--- config.mk ---
export PLATFORM = sky130hd
export DESIGN_NAME = tq_ctrl
export DESIGN_NICKNAME = d
export VERILOG_FILES = /design/src/rtl/tq_pkg.sv /design/src/rtl/tq_ctrl.sv
export SDC_FILE = /design/constraint.sdc
export NUM_CORES = 1
export LEC_CHECK = 0
export BUFFER_PORTS_ARGS = -buffer_cell sky130_fd_sc_hd__buf_4
export CORE_AREA = 2 2 39 41
export DETAILED_ROUTE_END_ITERATION = 12
export DIE_AREA = 0 0 41 43
export PLACE_DENSITY = 0.67
export SLEW_MARGIN = 10
export SYNTH_ARGS = -nofsm -noshare
export SYNTH_HDL_FRONTEND = slang
export SYNTH_SLANG_ARGS = --single-unit
--- constraint.sdc ---
create_clock -name clk -period 2.4 [get_ports clk]
set_clock_uncertainty 0.15 [all_clocks]
set_input_delay 0 -clock clk [delete_from_list [all_inputs] [get_ports clk]]
set_output_delay 0 -clock clk [all_outputs]
set_load 0.02 [all_outputs]
--- src/rtl/tq_pkg.sv ---
package tq_pkg;

	localparam int ELEM_W       = 10;
	localparam int TEAM_W       = 10;
	localparam int NUM_ELEMENTS = 1 << ELEM_W;
	localparam int NUM_TEAMS    = 1 << TEAM_W;
	localparam int COUNT_W      = TEAM_W + 1;

	typedef logic [ELEM_W-1:0]  elem_t;
	typedef logic [TEAM_W-1:0]  team_t;
	typedef logic [COUNT_W-1:0] count_t;

	typedef enum logic [1:0] {
		CMD_ASSIGN  = 2'd0,
		CMD_ENQUEUE = 2'd1,
		CMD_DEQUEUE = 2'd2,
		CMD_CLEAR   = 2'd3
	} cmd_t;

	typedef enum logic [3:0] {
		ST_IDLE,
		ST_ASSIGN,
		ST_ENQ_LINK,
		ST_ENQ_COMMIT,
		ST_DEQ_EMPTY,
		ST_DEQ_READ,
		ST_DEQ_POP,
		ST_DEQ_COMMIT,
		ST_CLEAR,
		ST_SWEEP
	} state_t;

	// Commands from the controller to the datapath.
	typedef struct packed {
		logic accept;
		logic asn_wr;
		logic enq_link_clr;
		logic enq_commit;
		logic deq_pop;
		logic deq_commit;
		logic deq_empty;
		logic clr_commit;
		logic sweep_en;
		logic emit;
	} ctl_t;

	// Status from the datapath to the controller.
	typedef struct packed {
		logic count_zero;
		logic sweep_last;
		logic out_busy;
	} stat_t;

endpackage

--- src/rtl/tq_ctrl.sv ---
module tq_ctrl (
	input  logic          clk,
	input  logic          arst_n,
	input  logic          req_valid,
	input  logic [1:0]    cmd,
	input  tq_pkg::stat_t stat,
	output logic          req_stall,
	output tq_pkg::ctl_t  ctl
);
	import tq_pkg::*;

	state_t state_q;
	state_t state_d;
	cmd_t   cmd_in;

	assign cmd_in = cmd_t'(cmd);

	always_ff @(posedge clk or negedge arst_n) begin
		if (!arst_n) begin
			state_q <= ST_SWEEP;
		end else begin
			state_q <= state_d;
		end
	end

	always_comb begin
		state_d = state_q;
		unique case (state_q)
			ST_IDLE: begin
				if (req_valid) begin
					unique case (cmd_in)
						CMD_ASSIGN:  state_d = ST_ASSIGN;
						CMD_ENQUEUE: state_d = ST_ENQ_LINK;
						CMD_DEQUEUE: state_d = stat.count_zero ? ST_DEQ_EMPTY : ST_DEQ_READ;
						CMD_CLEAR:   state_d = ST_CLEAR;
						default:     state_d = ST_IDLE;
					endcase
				end
			end
			ST_ENQ_LINK: state_d = ST_ENQ_COMMIT;
			ST_DEQ_READ: state_d = ST_DEQ_POP;
			ST_DEQ_POP:  state_d = ST_DEQ_COMMIT;
			ST_ASSIGN, ST_ENQ_COMMIT, ST_DEQ_EMPTY, ST_DEQ_COMMIT: begin
				if (!stat.out_busy) begin
					state_d = ST_IDLE;
				end
			end
			ST_CLEAR: begin
				if (!stat.out_busy) begin
					state_d = ST_SWEEP;
				end
			end
			ST_SWEEP: begin
				if (stat.sweep_last) begin
					state_d = ST_IDLE;
				end
			end
			default: state_d = ST_SWEEP;
		endcase
	end

	always_comb begin
		ctl       = '0;
		req_stall = (state_q != ST_IDLE);
		unique case (state_q)
			ST_IDLE:       ctl.accept = req_valid;
			ST_ENQ_LINK:   ctl.enq_link_clr = 1'b1;
			ST_DEQ_POP:    ctl.deq_pop = 1'b1;
			ST_SWEEP:      ctl.sweep_en = 1'b1;
			ST_ASSIGN: begin
				ctl.asn_wr = !stat.out_busy;
				ctl.emit   = !stat.out_busy;
			end
			ST_ENQ_COMMIT: begin
				ctl.enq_commit = !stat.out_busy;
				ctl.emit       = !stat.out_busy;
			end
			ST_DEQ_EMPTY: begin
				ctl.deq_empty = !stat.out_busy;
				ctl.emit      = !stat.out_busy;
			end
			ST_DEQ_COMMIT: begin
				ctl.deq_commit = !stat.out_busy;
				ctl.emit       = !stat.out_busy;
			end
			ST_CLEAR: begin
				ctl.clr_commit = !stat.out_busy;
				ctl.emit       = !stat.out_busy;
			end
			default: ctl = '0;
		endcase
	end

endmodule

==> flow_metrics.py <==
metrics = {
    "synth": {
        "syn_inst": 53,
        "synth_edf_count": 0,
        "synth_top_cell_by_area": "dfstp_2",
        "async_flop_share": 1.00,
        "ys_seq_elements": 4,
        "ys_seq_area_frac": 0.216,
        "synth_nets": 61,
        "syn_avg_cell_area_um2": 8.95,
        "yosys_warnings": 0,
        "synth-main-ff-cell": "dfstp_2",
        "netlist_area_um2": 474,
        "netlist.area_leader.share": 0.111,
        "synth.most_common_cell": "nor2_1",
        "synth_common_cells": "nor2_1, and3_1, a21oi_1, a31oi_1, mux2_4",
        "synth.distinct_cells": 30,
        "synth_area_leaders": "dfstp_2, dfrtp_1, mux2_4, and3_1, nor2_1",
    },
    "placed_design": {
        "portBuffers": 18,
        "place.gp.congestion": 0.746,
        "dpl.hpwl_um": 803,
    },
    "clock_network": {
        "root_buffer": "clkbuf_4",
        "clock_latency_ps": 230,
        "cts-resized-gates": 0,
        "clk_pin_slew_ps": 40,
        "clock_sinks": 4,
        "cts_inserted_buffers": 3,
        "cts_buffer_depth": 2,
        "cts_max_level": 1,
        "tritoncts": "yes",
    },
    "critical_path": {
        "worst-endpoint-required_ps": 2370,
        "critPathMaxFanout": 15,
        "worstPathArrival_ps": 1880,
        "crit_type": "reg2reg",
        "cp-end-kind": "register",
        "reg2reg_slack_ps": 490,
        "crit_path_start_kind": "register",
    },
    "cells_and_area": {
        "fin_nets": 82,
        "top_register": "state_q",
        "largest_reg_flops": 4,
        "diodes": 0,
        "area_delta_synth_final_pct": 35.1,
        "drive_above_1_share": 0.458,
        "top_regs": "state_q (4)",
    },
    "global_route": {
        "grt_pass1_wl_um": 1830,
        "met2_usage": 0.222,
        "grt.met1_usage": 0.197,
        "grt_overflow": 0,
        "busiest_layer": "met2",
        "grt_pass1_vias": 450,
        "antenna_found_initial": 0,
        "use_met3": 0.0314,
        "grt_max_degree": 18,
        "grt_usage": 0.148,
    },
    "sta": {
        "tns_ps": 0,
        "clock.fmax_ghz": 0.524,
        "setup_viol": 0,
        "maxSlewViolCount": 0,
        "max_slew_margin": 0.642,
        "worstMarginPinSlew_ps": 537,
        "fin_crit_sh": 0.796,
        "holdWs_ps": 102,
        "fin_crit_ps": 1910,
        "grt_setup_unrepaired": "false",
        "final_hold_viol_count": 0,
    },
    "outcome": {
        "status": "finished, final reports clean",
    },
    "floorplan": {
        "ioPinCount": 19,
        "design.core.area_mm2": 0.00138,
        "die_area_mm2": 0.00176,
        "dieWidth_um": 41,
        "initial_core_util": 0.343,
        "die_h_um": 43,
        "core.rowCount": 14,
    },
    "flow_run": {
        "timing.max_cap.violations": 0,
    },
    "drt": {
        "drt_iter0_drc": 8,
        "first_pass_iters": 2,
        "wire_per_inst_um": 12.6,
        "wl_um": 1110,
        "antenna_left": 0,
        "vias_per_cell": 5.48,
        "route.detailed.drc": 0,
        "vias": 482,
    },
    "pwr": {
        "swShare": 0.464,
        "cellLeakagePower_nw": 0.296,
        "p_int_mw": 0.419,
        "combinationalPowerShare": 0.616,
        "vdd_ir_drop_max_mv": 0.353,
        "p_clk_frac": 0.106,
        "powerDensity_mw_per_mm2": 1220,
        "net-switching-power_mw": 0.363,
        "power_frac_seq": 0.278,
    },
    "hold_path": {
        "hp-class": "in2async",
    },
}
[critical path, stage by stage (launching register included)]
cell	delay, ps
dfrtp_1	670
nand2b_1	160
a32oi_2	340
o31ai_4	150
mux2_4	310
[cells by family (layout without fill, tap and decap cells)]
family,after synthesis,count (layout),share of synthesized area
AND/OR/NAND/NOR,26,26,0.343
buffers and inverters,6,25,0.0818
flip-flops,4,4,0.216
AO/OA/AOI/OAI,13,13,0.245
multiplexers,3,3,0.0950
XOR/XNOR,1,1,0.0185
[through the flow]
step | setup slack [ps] | instances | cell area, µm² | power [mW] | util
final | 491 | 88 | 641 | 0.783 | 0.463
after CTS | 481 | 88 | 641 | 0.790 | 0.463
after global routing | 389 | 88 | 641 | 0.850 | 0.463
after detailed placement | 492 | 83 | 598 | 0.704 | 0.432
after global placement | 517 | 83 | 598 | 0.695 | 0.432
after floorplan | 707 | 53 | 474 | 0.596 | -
[timing repair]
action / in CTS / in global routing
setup buffers: 0 / 0
hold buffers: 2 / 0
endpoints found under the setup margin: 0 / 0
hold endpoints to repair: 4 / 0
[cell usage in the layout, fill, tap and decap left out, types with 2 or more instances in the layout]
master,n
dfstp_2,2
nor3_1,2
and3_2,2
nand2b_1,2
a21oi_1,3
or2b_1,2
a31oi_1,3
dfrtp_1,2
mux2_4,3
inv_1,2
dlygate4sd3_1,2
buf_4,18
nor2_1,6
and3_1,4
nor4b_1,2
clkbuf_4,3
[power groups by stage]
stage / logic, mW / registers (mW) / clock network (mW)
after detailed placement: 0.484 / 0.220 / 0
after floorplan: 0.454 / 0.142 / 0
final: 0.482 / 0.217 / 0.0831
after global routing: 0.530 / 0.230 / 0.0903
after global placement: 0.477 / 0.218 / 0
after CTS: 0.488 / 0.219 / 0.0834
[layer usage]
| metal | part of all wire | up-vias | wire (µm) |
|---|---|---|---|
| li1 | - | 240 | - |
| met5 | 0 | - | 0 |
| met3 | 0.061 | 2 | 68 |
| met1 | 0.47 | 225 | 519 |
| met4 | 0.0099 | 0 | 11 |
| met2 | 0.46 | 15 | 510 |
[area by class of cell]
class	instances	area (µm²)
repair buffers	20	155
inverters	2	7.51
flip-flops and latches	4	103
well taps	16	20.0
fillers	143	743
multi-input cells	43	333
clock buffers	3	22.5
[path summary, 6_finish.rpt]
check	to	startpoint	cells past startpoint
setup / recovery	state_q[1]$_DFFE_PN0P_	state_q[2]$_DFFE_PN0P_	4
hold / removal	state_q[0]$_DFFE_PN1P_	arst_n	2
setup reg to reg	state_q[1]$_DFFE_PN0P_	state_q[2]$_DFFE_PN0P_	4
hold reg to reg	state_q[3]$_DFFE_PN1P_	state_q[0]$_DFFE_PN1P_	1
max in group asynchronous	state_q[1]$_DFFE_PN0P_	arst_n	3
min in group clk	state_q[3]$_DFFE_PN1P_	stat[0]	4
(Power assumes the default switching activity.)
